[config.mk]
export PLATFORM = sky130hd
export DESIGN_NAME = mcvt_front
export DESIGN_NICKNAME = d
export VERILOG_FILES = /design/src/design/mcvt_pkg.sv /design/src/design/mcvt_front.sv
export SDC_FILE = /design/constraint.sdc
export NUM_CORES = 1
export LEC_CHECK = 0
export ABC_AREA = 1
export BUFFER_PORTS_ARGS = -buffer_cell sky130_fd_sc_hd__buf_4
export CAP_MARGIN = 20
export CORE_MARGIN = 5
export CORE_UTILIZATION = 26
export CTS_CLUSTER_DIAMETER = 40
export DETAILED_ROUTE_END_ITERATION = 7
export PLACE_DENSITY = 0.57
export SLEW_MARGIN = 20
export SYNTH_ARGS = -nofsm -noshare
export SYNTH_HDL_FRONTEND = slang
export SYNTH_SLANG_ARGS = --single-unit
[constraint.sdc]
create_clock -name clock -period 1.45 [get_ports clock]
set_clock_uncertainty 0.05 [all_clocks]
set_input_delay 0 -clock clock [delete_from_list [all_inputs] [get_ports clock]]
set_output_delay 0 -clock clock [all_outputs]
set_load 0.005 [all_outputs]
[src/design/mcvt_pkg.sv]
// Shared types and constants for the MIDI controller value tracker.
// Holds the request/response item structs, host command and table op codes.
// No dependencies.
`default_nettype none

package mcvt_pkg;

   localparam int INDEX_WIDTH = 11;
   localparam int TABLE_DEPTH = 2 ** INDEX_WIDTH;
   localparam int VALUE_WIDTH = 7;
   localparam int ENTRY_WIDTH = VALUE_WIDTH + 1;

   localparam logic [7:0] VOICE_FIRST  = 8'h80;
   localparam logic [7:0] VOICE_LAST   = 8'hEF;
   localparam logic [7:0] SYSCOM_FIRST = 8'hF0;
   localparam logic [7:0] SYSCOM_LAST  = 8'hF7;
   localparam logic [7:0] CC_STATUS    = 8'hB0;
   localparam logic [3:0] CHANNEL_MASK = 4'hF;

   typedef enum logic [1:0] {
      CMD_MIDI   = 2'd0,
      CMD_ADD    = 2'd1,
      CMD_REMOVE = 2'd2,
      CMD_READ   = 2'd3
   } cmd_type;

   typedef enum logic [2:0] {
      OP_NONE,
      OP_ADD,
      OP_REMOVE,
      OP_READ,
      OP_UPDATE
   } op_code_type;

   typedef struct packed {
      logic [1:0] cmd;
      logic [7:0] midi_byte;
      logic [3:0] channel;
      logic [6:0] controller_number;
   } mcvt_req_type;

   typedef struct packed {
      logic       traced;
      logic [6:0] value;
      logic       updated;
      logic [3:0] updated_channel;
      logic [6:0] updated_controller;
   } mcvt_rsp_type;

   typedef struct packed {
      op_code_type            code;
      logic [INDEX_WIDTH-1:0] index;
      logic [VALUE_WIDTH-1:0] data;
   } mcvt_op_type;

endpackage

`default_nettype wire

[src/design/mcvt_front.sv]
// Front end: accepts items, runs the MIDI running-status parser and turns each
// item into one table op. Depends on mcvt_pkg.
`default_nettype none

module mcvt_front (
   input  wire logic                 clock,
   input  wire logic                 reset,
   input  wire logic                 req_valid,
   output logic                      req_ready,
   input  wire mcvt_pkg::mcvt_req_type req_data,
   input  wire logic                 clearing,
   input  wire logic                 push_ready,
   output logic                      push_valid,
   output mcvt_pkg::mcvt_op_type     push_op
);
   import mcvt_pkg::*;

   logic [7:0] running_status_ff, running_status_in;
   logic       cc_valid_ff, cc_valid_in;
   logic [3:0] cc_channel_ff, cc_channel_in;
   logic       pending_valid_ff, pending_valid_in;
   logic [6:0] pending_number_ff, pending_number_in;
   logic [7:0] b;

   assign req_ready  = push_ready & ~clearing;
   assign push_valid = req_valid & req_ready;
   assign b          = req_data.midi_byte;

   always_comb begin
      running_status_in = running_status_ff;
      cc_valid_in       = cc_valid_ff;
      cc_channel_in     = cc_channel_ff;
      pending_valid_in  = pending_valid_ff;
      pending_number_in = pending_number_ff;
      push_op.code      = OP_NONE;
      push_op.index     = {req_data.channel, req_data.controller_number};
      push_op.data      = b[6:0];
      case (req_data.cmd)
         CMD_ADD:    push_op.code = OP_ADD;
         CMD_REMOVE: push_op.code = OP_REMOVE;
         CMD_READ:   push_op.code = OP_READ;
         default: begin
            if (b inside {[VOICE_FIRST:VOICE_LAST]}) begin
               running_status_in = b;
               pending_valid_in  = 1'b0;
               pending_number_in = '0;
               if ((b & CC_STATUS) == CC_STATUS) begin
                  cc_valid_in   = 1'b1;
                  cc_channel_in = b[3:0] & CHANNEL_MASK;
               end else begin
                  cc_valid_in   = 1'b0;
                  cc_channel_in = '0;
               end
            end else if (b inside {[SYSCOM_FIRST:SYSCOM_LAST]}) begin
               running_status_in = '0;
               cc_valid_in       = 1'b0;
               cc_channel_in     = '0;
               pending_valid_in  = 1'b0;
               pending_number_in = '0;
            end else if (!b[7] && running_status_ff != '0 && cc_valid_ff) begin
               if (!pending_valid_ff) begin
                  pending_valid_in  = 1'b1;
                  pending_number_in = b[6:0];
               end else begin
                  push_op.code      = OP_UPDATE;
                  push_op.index     = {cc_channel_ff, pending_number_ff};
                  pending_valid_in  = 1'b0;
                  pending_number_in = '0;
               end
            end
         end
      endcase
   end

   always_ff @(posedge clock) begin
      if (reset) begin
         running_status_ff <= '0;
         cc_valid_ff       <= 1'b0;
         cc_channel_ff     <= '0;
         pending_valid_ff  <= 1'b0;
         pending_number_ff <= '0;
      end else if (push_valid) begin
         running_status_ff <= running_status_in;
         cc_valid_ff       <= cc_valid_in;
         cc_channel_ff     <= cc_channel_in;
         pending_valid_ff  <= pending_valid_in;
         pending_number_ff <= pending_number_in;
      end
   end

endmodule

`default_nettype wire

---- Yosys cells after proc, flatten, opt, wreduce, memory -nomap -nowiden ----
Cells that the tools add are included.
storage, ports and cells
  bits in registers ....................... 21
cells by class
  $lt $le $gt $ge ......................... 4
  equal/unequal tests ..................... 4
  multiplexer cells ....................... 22
  bitwise gates (word level) .............. 4
  reduce and logical (&&, ||, !) cells .... 11
operators with widths
  cell                                                              count
  14-bit two-way mux                                                4
  7-bit two-way mux                                                 4
  8-bit >= comparator (second input constant)                       2
  8-bit less-or-equal comparator (second input constant)            2
  8-bit two-way mux                                                 2
  4-bit two-way mux                                                 3
  11-bit two-way mux                                                1
  3-bit one-hot mux with 3 select lines                             1
  8-bit nonzero test                                                1
  1-bit two-way mux                                                 7
  3-bit AND reduction                                               2
  2-bit == test (second input constant)                             2
  1-bit logical AND                                                 4
  3-bit == test (second input constant)                             1
  3-bit nonzero test                                                1
  3-bit OR reduction                                                1
  1-bit AND                                                         2
  2-bit by 1-bit == test with 1-bit output (second input constant)  1
  1-bit NOT                                                         2
  2-bit nonzero test                                                1
  1-bit zero test                                                   1

---- Logic depth before layout (Yosys ltp) ----
  depth after elaboration ................. 7
  mapped depth ............................ 9

---- Worst setup path before layout ----
OpenSTA, ideal clock, no wires.
  path kind ............................... flip-flop to flip-flop
  start point ............................. reg running_status_ff[1]
  end point ............................... reg pending_number_ff[0]
  setup time .............................. 131 ps
  arrival time ............................ 928 ps
  path slack .............................. 341 ps
  cell stages (with the launch flop) ...... 9
  buffers on the path ..................... 0
  period minus slack after synthesis ...... 1109 ps
  cell sequence ........................... dfxtp_1 -> inv_1 -> nand2_1 -> nor2_1 -> nand2_1 -> nand3_4 -> nand2_4 -> nand2_1 -> a21oi_2
between the ends
  word-level cells in the longest chain between the ends .. 5
ends and longest elaborated chain
  element                         line              RTL
  start, declared                 mcvt_front.sv:18  logic [7:0] running_status_ff, running_status_in;
  start signal, assigned          mcvt_front.sv:83  running_status_ff <= running_status_in;
  8-bit nonzero test              mcvt_front.sv:60  end else if (!b[7] && running_status_ff != '0 && cc_valid_ff) begin
  1-bit logical AND (2 in a row)  mcvt_front.sv:60
  3-bit nonzero test (no line)    n/a
  3-bit AND reduction (no line)   n/a
  end signal, assigned            mcvt_front.sv:87  pending_number_ff <= pending_number_in;
  end, declared                   mcvt_front.sv:22  logic [6:0] pending_number_ff, pending_number_in;
No other way between the ends.
A chain may end at the register's enable or synchronous reset.

==> flow_metrics.env <==
export IMPL_layout_setup_ws_ns=-0.0924
export IMPL_syn_to_final_growth_pct=48.4
export IMPL_slew_limit_headroom=0.754
export IMPL_cp_cell_sequence="inv_2 -> nor2_4 -> a21boi_4 -> nand3_4 -> buf_6 -> nand2_2 -> nand2_1 -> buf_4"
export IMPL_period_needed_ns=1.54
export IMPL_cts_buffers=3
export IMPL_die_w_um=80.5
export IMPL_synth_seq_cells=21
export IMPL_overflow=0
export IMPL_p_int_uw=899
export IMPL_worst_ep_arrival_time_ns=1.49
export IMPL_antenna_found_initial=0
export IMPL_synth_top_area_cell="dfxtp_1"
export IMPL_drtPass1Iterations=4
export IMPL_period_share=1.06
export IMPL_cts_buffer_depth=2
export IMPL_clkSinkCount=21
export IMPL_p_sw_uw=327
export IMPL_rsz0062_at_grt="true"
export IMPL_hold_viol=0
export IMPL_globalplace_congestion=0.773
export IMPL_insertion_delay_ns=0.27
export IMPL_switching_share=0.267
export IMPL_grt_pass1_vias=1192
export IMPL_path_buf_inv=3
export IMPL_htreeDepth=1
export IMPL_holdPathEnd="running_status_ff[6]"
export IMPL_port_buffers=48
export IMPL_diodes=0
export IMPL_vias=1342
export IMPL_root_buffer="clkbuf_8"
export IMPL_crit_slowest_cell="dfxtp_2"
export IMPL_p_leak_nw=0.860
export IMPL_critical_path_startpoint="cc_valid_ff"
export IMPL_synth_area_leaders="dfxtp_1, nand2_1, nand3_1"
export IMPL_setup_violations=11
export IMPL_worstHoldPathCells=3
export IMPL_drc=0
export IMPL_final_max_slew_viol_count=0
export IMPL_peakVddDrop_uv=288
export IMPL_core_area_sq_um=4790
export IMPL_grt_pass1_wl_um=5580
export IMPL_cp_top_family="flip-flops"
export IMPL_worstSetupEndpointType="output port"
export IMPL_reg2reg_slack_ns=0.22
export IMPL_r2r_cells=8
export IMPL_floorplan_initialDensity=0.270
export IMPL_worstHoldPathType="in -> reg"
export IMPL_total_power_mw=1.23
export IMPL_drive_gt1_frac=0.421
export IMPL_syn_avg_cell_area_sq_um=6.69
export IMPL_critical_path_class="reg -> out"
export IMPL_cellPowerDensity_nw_per_um2=640
export IMPL_netlist_instances=193
export IMPL_status="complete, but fails checks"
export IMPL_design_die_area_sq_um=6480
export IMPL_rows=25
export IMPL_rr_endpoint="pending_number_ff[2]"
export IMPL_max_freq_mhz=648
export IMPL_combPwrFrac=0.202
export IMPL_rr_startpoint="cc_valid_ff"
export IMPL_worst_slew_pin_slew_ns=0.368
export IMPL_cts_clk_slew_worst_paths_ns=0.08
export IMPL_clock_power_share=0.325
export IMPL_utilization=0.401
export IMPL_tritoncts="done"
export IMPL_synth_yosys_seq_area_share=0.326
export IMPL_drt_iter0_markers=35
export IMPL_violations="negative setup slack"
export IMPL_via_per_inst=4.34
export IMPL_ios=49
export IMPL_maxCapViolations=0
export IMPL_nets=269
export IMPL_cp_start_kind="register"
export IMPL_post_dp_hpwl_um=2440
export IMPL_drt_total_wl_um=3560
export IMPL_wire_per_inst_um=11.5
export IMPL_hp_start="req_data[17]"
export IMPL_postRouteAntennaNets=0
export IMPL_pwr_share_seq=0.473
export IMPL_grt_usage=0.109
export IMPL_syn_area_sq_um=1290
export IMPL_cpPeakStageDelay_ns=0.34
export IMPL_grt_start_max_net_pins=22
export IMPL_fin_tns_setup_ns=-0.899
export IMPL_ys_types=22
export IMPL_worstPathRequired_ns=1.40
export IMPL_dieHeight_um=80.5
export IMPL_syn_num_nets=219
export IMPL_yosys_warnings=0
export IMPL_synth_top_cell_area_share=0.326
export IMPL_cp_max_fo=6
-- final cells by class --
class / count / area [sq um]
timing repair buffer: 61 / 490
inverter: 20 / 80.1
tap: 67 / 83.8
clock buffer: 3 / 41.3
sequential: 21 / 425
multi-input combinational: 136 / 791
fill: 526 / 2870
clock inverter: 1 / 5.00
-- power by group through the flow --
stage | Sequential, mW | Combinational, mW | Clock (mW)
after detailed placement | 0.594 | 0.213 | 0
after global placement | 0.594 | 0.213 | 0
after CTS | 0.580 | 0.234 | 0.413
final | 0.580 | 0.248 | 0.399
after floorplan | 0.594 | 0.102 | 0
after global routing | 0.581 | 0.273 | 0.444
-- layer usage --
metal  GRT usage  up-vias  part of all wire
met3      0.0202        4             0.046
met5           0        -                 0
met1       0.145      604              0.45
met4      0.0304        0            0.0084
li1            -      706                 -
met2       0.180       28              0.49
-- sequential cells by signal, indices dropped and copies added, names as in the netlist --
signal	count
pending_valid_ff	1
pending_number_ff	7
cc_valid_ff	1
running_status_ff	8
cc_channel_ff	4
-- tightest hold or removal path: stages --
cell     delay, ns
buf_4         0.13
nand3_1       0.08
a21oi_1       0.06
-- layout by cell type, fill, tap and decap left out, types with 2 or more instances in the layout --
cell            n
a21oi_1        18
a21oi_2         2
buf_4          50
buf_6           4
clkbuf_8        3
dfxtp_1        17
dfxtp_2         4
dlygate4sd3_1   7
inv_1          15
inv_2           4
nand2_1        48
nand2_2        16
nand2_4         3
nand2_8         2
nand3_1        21
nand3_4         2
nand4_1         4
nor2_1         10
nor2_2          3
nor2_4          2
-- how the worst max path moves through the flow --
| stage | to | slack, ns | cells after the start |
|---|---|---|---|
| 2_1_floorplan | pending_number_ff[0] | 0.34 | 8 |
| 3_3_place_gp | push_op[8] | 0.14 | 8 |
| 3_5_place_dp | push_op[16] | 0.13 | 8 |
| 4_1_cts | push_op[16] | -0.09 | 8 |
| 5_1_grt | push_op[14] | -0.17 | 8 |
| 6_report | push_op[14] | -0.09 | 8 |
-- cell families after synthesis --
group / Yosys count / synth area share
compound gates: 22 / 0.102
buf+inv: 37 / 0.147
simple gates: 113 / 0.425
flops: 21 / 0.326
-- synthesized netlist by cell type --
library cell,count
nand4_1,4
inv_2,4
dfxtp_1,21
nor2_8,1
nand2_1,63
a21boi_2,1
o21ai_4,1
a21oi_2,1
clkbuf_1,4
nand3_4,1
nor2_2,3
nand3b_4,1
inv_1,16
buf_6,2
nand3_1,21
buf_4,9
nand2_4,2
nor2_1,12
buf_2,2
a21oi_1,19
nand3_2,2
nand2_2,3
-- timing repair --
| action | in CTS | in global routing |
|---|---|---|
| pin swaps | 4 | 8 |
| setup endpoints to repair | 12 | 26 |
| hold buffers | 7 | 0 |
| cloned | 1 | 1 |
| hold endpoints to repair | 8 | 0 |
| buffers inserted | 1 | 2 |
| gates resized for setup | 16 | 22 |
-- through the flow --
step | cells | setup WS (ns) | instance area [sq um] | hold WS [ns]
detailed placement | 293 | 0.134 | 1640 | 0.135
finish | 309 | -0.0924 | 1920 | 0.00690
global route | 309 | -0.170 | 1920 | 0.0243
floorplan | 193 | 0.341 | 1290 | -0.0189
global placement | 293 | 0.137 | 1640 | 0.134
CTS | 306 | -0.0851 | 1820 | 0.00401
(Power assumes the default switching activity.)
