`src/design/mcvt_pkg.sv`:
```
// Shared types and constants for the MIDI controller value tracker.
// Holds the request/response item structs, host command and table op codes.
// No dependencies.
`default_nettype none

package mcvt_pkg;

   localparam int INDEX_WIDTH = 11;
   localparam int TABLE_DEPTH = 2 ** INDEX_WIDTH;
   localparam int VALUE_WIDTH = 7;
   localparam int ENTRY_WIDTH = VALUE_WIDTH + 1;

   localparam logic [7:0] VOICE_FIRST  = 8'h80;
   localparam logic [7:0] VOICE_LAST   = 8'hEF;
   localparam logic [7:0] SYSCOM_FIRST = 8'hF0;
   localparam logic [7:0] SYSCOM_LAST  = 8'hF7;
   localparam logic [7:0] CC_STATUS    = 8'hB0;
   localparam logic [3:0] CHANNEL_MASK = 4'hF;

   typedef enum logic [1:0] {
      CMD_MIDI   = 2'd0,
      CMD_ADD    = 2'd1,
      CMD_REMOVE = 2'd2,
      CMD_READ   = 2'd3
   } cmd_type;

   typedef enum logic [2:0] {
      OP_NONE,
      OP_ADD,
      OP_REMOVE,
      OP_READ,
      OP_UPDATE
   } op_code_type;

   typedef struct packed {
      logic [1:0] cmd;
      logic [7:0] midi_byte;
      logic [3:0] channel;
      logic [6:0] controller_number;
   } mcvt_req_type;

   typedef struct packed {
      logic       traced;
      logic [6:0] value;
      logic       updated;
      logic [3:0] updated_channel;
      logic [6:0] updated_controller;
   } mcvt_rsp_type;

   typedef struct packed {
      op_code_type            code;
      logic [INDEX_WIDTH-1:0] index;
      logic [VALUE_WIDTH-1:0] data;
   } mcvt_op_type;

endpackage

`default_nettype wire

```
`src/design/mcvt_queue.sv`:
```
// Small FIFO of table ops between the parser front and the table back end.
// Depends on mcvt_pkg for the op type.
`default_nettype none

module mcvt_queue #(
   parameter int DEPTH = 2
) (
   input  wire logic                 clock,
   input  wire logic                 reset,
   input  wire logic                 push_valid,
   output logic                      push_ready,
   input  wire mcvt_pkg::mcvt_op_type push_op,
   output logic                      pop_valid,
   input  wire logic                 pop,
   output mcvt_pkg::mcvt_op_type     pop_op
);
   import mcvt_pkg::*;

   localparam int PTR_WIDTH = (DEPTH > 1) ? $clog2(DEPTH) : 1;
   localparam int CNT_WIDTH = $clog2(DEPTH + 1);
   localparam logic [PTR_WIDTH-1:0] LAST_PTR = PTR_WIDTH'(DEPTH - 1);
   localparam logic [CNT_WIDTH-1:0] FULL_CNT = CNT_WIDTH'(DEPTH);

   mcvt_op_type            entries_ff [DEPTH];
   logic [PTR_WIDTH-1:0]   wr_ptr_ff, wr_ptr_in;
   logic [PTR_WIDTH-1:0]   rd_ptr_ff, rd_ptr_in;
   logic [CNT_WIDTH-1:0]   count_ff, count_in;
   logic                   do_push, do_pop;

   assign push_ready = (count_ff != FULL_CNT);
   assign pop_valid  = (count_ff != '0);
   assign pop_op     = entries_ff[rd_ptr_ff];
   assign do_push    = push_valid & push_ready;
   assign do_pop     = pop & pop_valid;

   always_comb begin
      wr_ptr_in = wr_ptr_ff;
      rd_ptr_in = rd_ptr_ff;
      count_in  = count_ff;
      if (do_push) begin
         wr_ptr_in = (wr_ptr_ff == LAST_PTR) ? '0 : wr_ptr_ff + 1'b1;
      end
      if (do_pop) begin
         rd_ptr_in = (rd_ptr_ff == LAST_PTR) ? '0 : rd_ptr_ff + 1'b1;
      end
      if (do_push && !do_pop) begin
         count_in = count_ff + 1'b1;
      end else if (do_pop && !do_push) begin
         count_in = count_ff - 1'b1;
      end
   end

   always_ff @(posedge clock) begin
      if (do_push) begin
         entries_ff[wr_ptr_ff] <= push_op;
      end
      if (reset) begin
         wr_ptr_ff <= '0;
         rd_ptr_ff <= '0;
         count_ff  <= '0;
      end else begin
         wr_ptr_ff <= wr_ptr_in;
         rd_ptr_ff <= rd_ptr_in;
         count_ff  <= count_in;
      end
   end

endmodule

`default_nettype wire

```
`config.mk`:
```
export PLATFORM = sky130hd
export DESIGN_NAME = mcvt_queue
export DESIGN_NICKNAME = d
export VERILOG_FILES = /design/src/design/mcvt_pkg.sv /design/src/design/mcvt_queue.sv
export SDC_FILE = /design/constraint.sdc
export NUM_CORES = 1
export LEC_CHECK = 0
export BUFFER_PORTS_ARGS = -buffer_cell sky130_fd_sc_hd__buf_2
export CORE_ASPECT_RATIO = 0.6
export CORE_UTILIZATION = 40
export CTS_BUF_LIST = sky130_fd_sc_hd__clkbuf_2
export CTS_CLUSTER_DIAMETER = 30
export CTS_CLUSTER_SIZE = 30
export DETAILED_ROUTE_END_ITERATION = 8
export SYNTH_ARGS = -nofsm -noshare
export SYNTH_HDL_FRONTEND = slang
export SYNTH_SLANG_ARGS = --single-unit
```
`constraint.sdc`:
```
create_clock -name clock -period 1.9 [get_ports clock]
set_clock_uncertainty 0.15 [all_clocks]
set_input_delay 0.095 -clock clock [delete_from_list [all_inputs] [get_ports clock]]
set_output_delay 0.095 -clock clock [all_outputs]
set_load 0.02 [all_outputs]
```
* Yosys cells after proc, flatten, opt, wreduce, memory -nomap -nowiden
Memory sizes are Yosys's and may differ from the RTL's. A register that Yosys moved wholly into a read port is not among the register bits. Index checks and enable logic that the tools add are counted.
Storage, ports and cells: flip-flop bits (word level) 4, memory bits (writable) 42, output and inout bits 23, memories 1
Operators by class: $add $sub $neg 4, equality and inequality tests 1, mux-type cells 8, bitwise operators 2, reductions and logical operators 6
Memories:
- entries_ff | depth 2, width 21, read ports 1, clocked after memory_dff 1, write ports 1, line mcvt_queue.sv:24 | mcvt_op_type entries_ff [DEPTH];
Operator list (count):
- 1-bit 2-to-1 mux | 6
- 2-bit 2-to-1 mux | 2
- 2-bit nonzero test | 2
- 1-bit adder, second input constant | 2
- 2-bit by 1-bit adder with 2-bit output, second input constant | 1
- 1-bit AND | 2
- 1-bit logical AND | 2
- 1-bit logical NOT | 2
- 2-bit != test, second input constant | 1
- 2-bit by 1-bit subtractor with 2-bit output, second input constant | 1

* Longest topological paths before layout
depth after elaboration 6, gate-level depth with buffers 6

* Least setup slack after synthesis
No wires, ideal clock.
kind register to register, start register count_ff[0], end memory entries_ff[1][0] (netlist name), enable pin, setup time 0.379 ns, arrival time 1.313 ns, data required time 1.371 ns, path slack 0.057 ns, stages on the path, launching flop included 3, period minus slack after synthesis 1.843 ns, cell sequence dfxtp_1 nand2b_1 and3_1
On the way: word-level cells in the longest chain between the ends 4
Ends and longest elaborated chain:
- from (decl) | line mcvt_queue.sv:27 | logic [CNT_WIDTH-1:0] count_ff, count_in;
- from (signal assigned) | line mcvt_queue.sv:64 | count_ff <= count_in;
- 2-bit != test | line mcvt_queue.sv:30 | assign push_ready = (count_ff != FULL_CNT);
- net push_ready | line mcvt_queue.sv:11 | output logic push_ready,
- 1-bit AND | line mcvt_queue.sv:33 | assign do_push = push_valid & push_ready;
- 1-bit 2-to-1 mux | line mcvt_queue.sv:54 | if (do_push) begin
- 1-bit 2-to-1 mux (implied by the code) | line mcvt_queue.sv:55 | entries_ff[wr_ptr_ff] <= push_op;
- to (decl) | line mcvt_queue.sv:24
The timed path passes the listed nets, and every way through them passes these cells.

* Worst setup path after layout
start register count_ff[0], end register count_ff[1]
On the way: word-level cells in the longest chain between the ends 5, elaborated cells between the ends (all ways) 13, classes of those cells add/sub: 2; eq/ne: 1; mux: 2; bitwise: 2; reduce/logical: 6
Ends and longest elaborated chain:
- 2-bit != test * | line mcvt_queue.sv:30
- 1-bit AND * | line mcvt_queue.sv:33
- net do_push | line mcvt_queue.sv:28 | logic do_push, do_pop;
- 1-bit logical NOT | line mcvt_queue.sv:48 | end else if (do_pop && !do_push) begin
- 1-bit logical AND | line mcvt_queue.sv:48
- 2-bit nonzero test (no source line)
The timed path passes the listed nets; every way through them passes the cells marked *. The select of a mux whose other input is x is not followed. A chain may end at the register's enable or synchronous reset.

==> impl_metrics.prom <==
# TYPE chip_impl_metric gauge
chip_impl_metric{name="die-height",unit="um"} 52.9
chip_impl_metric{name="yosys_register_bits",unit=""} 47
chip_impl_metric{name="totalWireLength",unit="mm"} 3.12
chip_impl_metric{name="floorplan.core_area",unit="sq um"} 4120
chip_impl_info{name="setup.worst_path.start_class",value="register"} 1
chip_impl_metric{name="power.ir.vdd_worst",unit="mV"} 0.523
chip_impl_metric{name="vias_per_cell",unit=""} 4.47
chip_impl_metric{name="power.total",unit="uW"} 2800
chip_impl_metric{name="timing_max_transition_violations_final",unit=""} 0
chip_impl_metric{name="data_arrival_time_of_the_critical_path",unit="ns"} 2.01
chip_impl_metric{name="timing.fmax",unit="MHz"} 554
chip_impl_metric{name="p_leak",unit="uW"} 0.000925
chip_impl_metric{name="nNetsFinal",unit=""} 196
chip_impl_metric{name="grt_usage",unit="%"} 14.9
chip_impl_metric{name="antenna_found_initial",unit=""} 0
chip_impl_metric{name="drtIter0Drc",unit=""} 29
chip_impl_info{name="status",value="finished, final reports clean"} 1
chip_impl_metric{name="power_report.internal_total",unit="uW"} 1930
chip_impl_metric{name="syn_nets",unit=""} 115
chip_impl_metric{name="detailroute.via_count",unit=""} 1032
chip_impl_info{name="critical_path.endpoint_type",value="register"} 1
chip_impl_info{name="synth.top_cells.by_area",value="edfxtp_1 73%, mux2_2 14%, dfxtp_1 5.8%"} 1
chip_impl_metric{name="antenna-diode-count",unit=""} 0
chip_impl_info{name="grt_setup_unrepaired",value="false"} 1
chip_impl_metric{name="port_buffers",unit=""} 47
chip_impl_metric{name="slew_limit_headroom",unit="%"} 79.7
chip_impl_metric{name="synth_to_final_area_change",unit="%"} 37.9
chip_impl_info{name="timing.critical_path.slowest_stage_cell",value="dfxtp_2"} 1
chip_impl_metric{name="place.detailed.hpwl",unit="mm"} 2.03
chip_impl_metric{name="cts_buffer_depth",unit=""} 2
chip_impl_info{name="cp_top_family",value="simple AND/OR/NAND/NOR gates"} 1
chip_impl_metric{name="clock_tree.htree_level_count",unit=""} 2
chip_impl_metric{name="syn_area",unit="sq um"} 1730
chip_impl_metric{name="place.gp.congestion",unit=""} 0.693
chip_impl_metric{name="drive_gt1_share",unit="%"} 48.5
chip_impl_info{name="post-synth-top-count-cell",value="edfxtp_1"} 1
chip_impl_metric{name="synth_seq_area_share",unit="%"} 78.7
chip_impl_metric{name="row_count",unit=""} 18
chip_impl_metric{name="io_pins",unit=""} 48
chip_impl_metric{name="drt_pre_antenna_iters",unit=""} 3
chip_impl_metric{name="post_cts_buffers",unit=""} 0
chip_impl_metric{name="share_clk_of_total_power",unit="%"} 18.3
chip_impl_metric{name="power_per_cell_area",unit="nW/um^2"} 1170
chip_impl_metric{name="synth-edff-count",unit=""} 42
chip_impl_metric{name="critical_path.n_buffers_inverters",unit=""} 0
chip_impl_info{name="cts_tree",value="done"} 1
chip_impl_metric{name="number_of_global_route_vias_before_repair",unit=""} 995
chip_impl_metric{name="setup_viol",unit=""} 0
chip_impl_metric{name="path_max_fanout",unit=""} 5
chip_impl_metric{name="critical_path.max_stage_delay",unit="ns"} 0.40
chip_impl_metric{name="minimum_setup_slack_among_reg_to_reg_paths",unit="ns"} 0.1
chip_impl_metric{name="design.die.area",unit="sq um"} 4600
chip_impl_info{name="cts_root_buf",value="clkbuf_2"} 1
chip_impl_info{name="timing_worst_setup_path_type",value="register to register"} 1
chip_impl_metric{name="synth_largest_type_area_fraction",unit="%"} 72.9
chip_impl_metric{name="cts_inserted_buffers",unit=""} 5
chip_impl_metric{name="power.net_switching",unit="uW"} 871
chip_impl_metric{name="timing.final.crit_share",unit="%"} 95.0
chip_impl_metric{name="cts_num_sinks",unit=""} 47
chip_impl_metric{name="die_w",unit="um"} 86.9
chip_impl_metric{name="power.combinational.fraction",unit="%"} 33.4
chip_impl_metric{name="worst_ep_required_time",unit="ns"} 2.10
chip_impl_metric{name="ys_types",unit=""} 17
chip_impl_metric{name="initial_core_util",unit="%"} 42.0
chip_impl_metric{name="ys_async_rst_share",unit="%"} 0
chip_impl_info{name="netlist_top_cells_count",value="42 x edfxtp_1, 21 x mux2_2, 5 x dfxtp_1"} 1
chip_impl_info{name="timing.hold.worst.class",value="input pin to register"} 1
chip_impl_metric{name="final_antenna_net_count",unit=""} 0
chip_impl_info{name="crit_path_cell_trace",value="nand2b_1 > and2_1 > ha_1 > or3_1 > a21oi_1"} 1
chip_impl_metric{name="clk_latency",unit="ns"} 0.39
chip_impl_metric{name="period_minus_slack",unit="ns"} 1.80
chip_impl_metric{name="grt_start_max_net_pins",unit=""} 22
chip_impl_metric{name="part_of_the_power_in_registers",unit="%"} 48.3
chip_impl_metric{name="overflow",unit=""} 0
chip_impl_info{name="synth_top_area_cell",value="edfxtp_1"} 1
chip_impl_metric{name="drt_drc_violations_left",unit=""} 0
chip_impl_metric{name="switching_share",unit="%"} 31.1
chip_impl_metric{name="measured_slew_at_the_worst_slew_check_pin",unit="ns"} 0.301
chip_impl_metric{name="syn-mean-instance-area",unit="sq um"} 19.4
chip_impl_metric{name="cts.clk_slew.worst_paths",unit="ns"} 0.22
chip_impl_metric{name="grt_first_pass_wirelength",unit="mm"} 4.73
chip_impl_info{name="dominantRegCellSynth",value="edfxtp_1"} 1
chip_impl_metric{name="max-cap-violations",unit=""} 0
chip_impl_metric{name="detail_route.wl_per_cell",unit="um"} 13.5
chip_impl_metric{name="synthCells",unit=""} 89
chip_impl_metric{name="fin_setup_tns",unit="ns"} 0
chip_impl_metric{name="synth-warning-count",unit=""} 0
chip_impl_metric{name="finalHoldViolations",unit=""} 0
worst paths after layout:
kind	endpoint	start	cells after the start
worst max-delay path	count_ff[1]	count_ff[0]	5
worst min-delay path	entries_ff[1][19]	push_op[19]	2
worst max register to register	count_ff[1]	count_ff[0]	5
worst min register to register	rd_ptr_ff	rd_ptr_ff	2
stage by stage:
step	std cells	hold slack (ns)	util [%]	setup slack [ns]	area, sq um
6_report	231	0.249	57.9	0.0951	2390
5_1_grt	231	0.203	57.9	0.00263	2390
4_1_cts	231	0.209	57.9	0.0610	2380
3_5_place_dp	199	0.138	50.5	0.103	2080
3_3_place_gp	199	0.132	50.5	0.214	2080
2_1_floorplan	89	0.0141	-	0.0574	1730
state kept, by name, summed over array words and instances, names as in the netlist, named ones only:
register / flops
rd_ptr_ff: 1
count_ff: 2
wr_ptr_ff: 1
entries_ff: 42
cell families (layout without fill, tap and decap cells):
logic type,Yosys count,after routing,synth area share (%)
muxes,21,21,13.7
AOI/OAI and AO/OA,5,5,1.74
xor gates and xnor gates,3,3,1.52
buffers and inverters,3,85,0.795
adders and majority gates,1,1,0.723
and+or+nand+nor,9,9,2.89
DFF,47,47,78.7
power groups by stage:
| stage | sequential [uW] | clock [uW] | combinational (uW) |
|---|---|---|---|
| 4_1_cts | 1350 | 538 | 944 |
| 6_report | 1350 | 512 | 934 |
| 2_1_floorplan | 1360 | 0 | 610 |
| 5_1_grt | 1370 | 573 | 1010 |
| 3_5_place_dp | 1380 | 0 | 901 |
| 3_3_place_gp | 1360 | 0 | 884 |
layer usage:
metal  share of wire (%)  global-route usage, %
met3                 4.8                   5.30
met1                  47                   17.3
met2                  48                   25.6
met4                0.90                   5.83
met5                   0                      0
repair_timing:
| action | CTS | global route |
|---|---|---|
| resized for setup | 0 | 1 |
| endpoints found under the hold margin | 47 | 0 |
| hold buffers | 24 | 0 |
| setup endpoints to repair | 0 | 1 |
final cells by class:
| cell class | count | area [sq um] |
|---|---|---|
| clock buffer | 5 | 25.0 |
| clock inverter | 3 | 38.8 |
| fill | 337 | 1740 |
| inverter | 1 | 3.75 |
| multi-input combinational | 39 | 355 |
| sequential | 47 | 1360 |
| tap | 60 | 75.1 |
| timing repair buffer | 76 | 526 |
layout by cell type, fill, tap and decap left out:
master / instances
a21bo_2: 1
a21oi_1: 2
and2_1: 1
and3_1: 1
buf_12: 1
buf_2: 47
buf_4: 4
bufinv_16: 1
clkbuf_2: 5
clkinv_1: 1
clkinv_2: 1
dfxtp_1: 4
dfxtp_2: 1
dlygate4sd3_1: 24
edfxtp_1: 42
ha_1: 1
inv_1: 1
mux2_2: 21
nand2b_1: 1
nand3b_1: 1
nor2_1: 3
o21ai_0: 2
or2_2: 1
or3_1: 1
xor2_1: 3
Power figures use the tool's default switching activity.
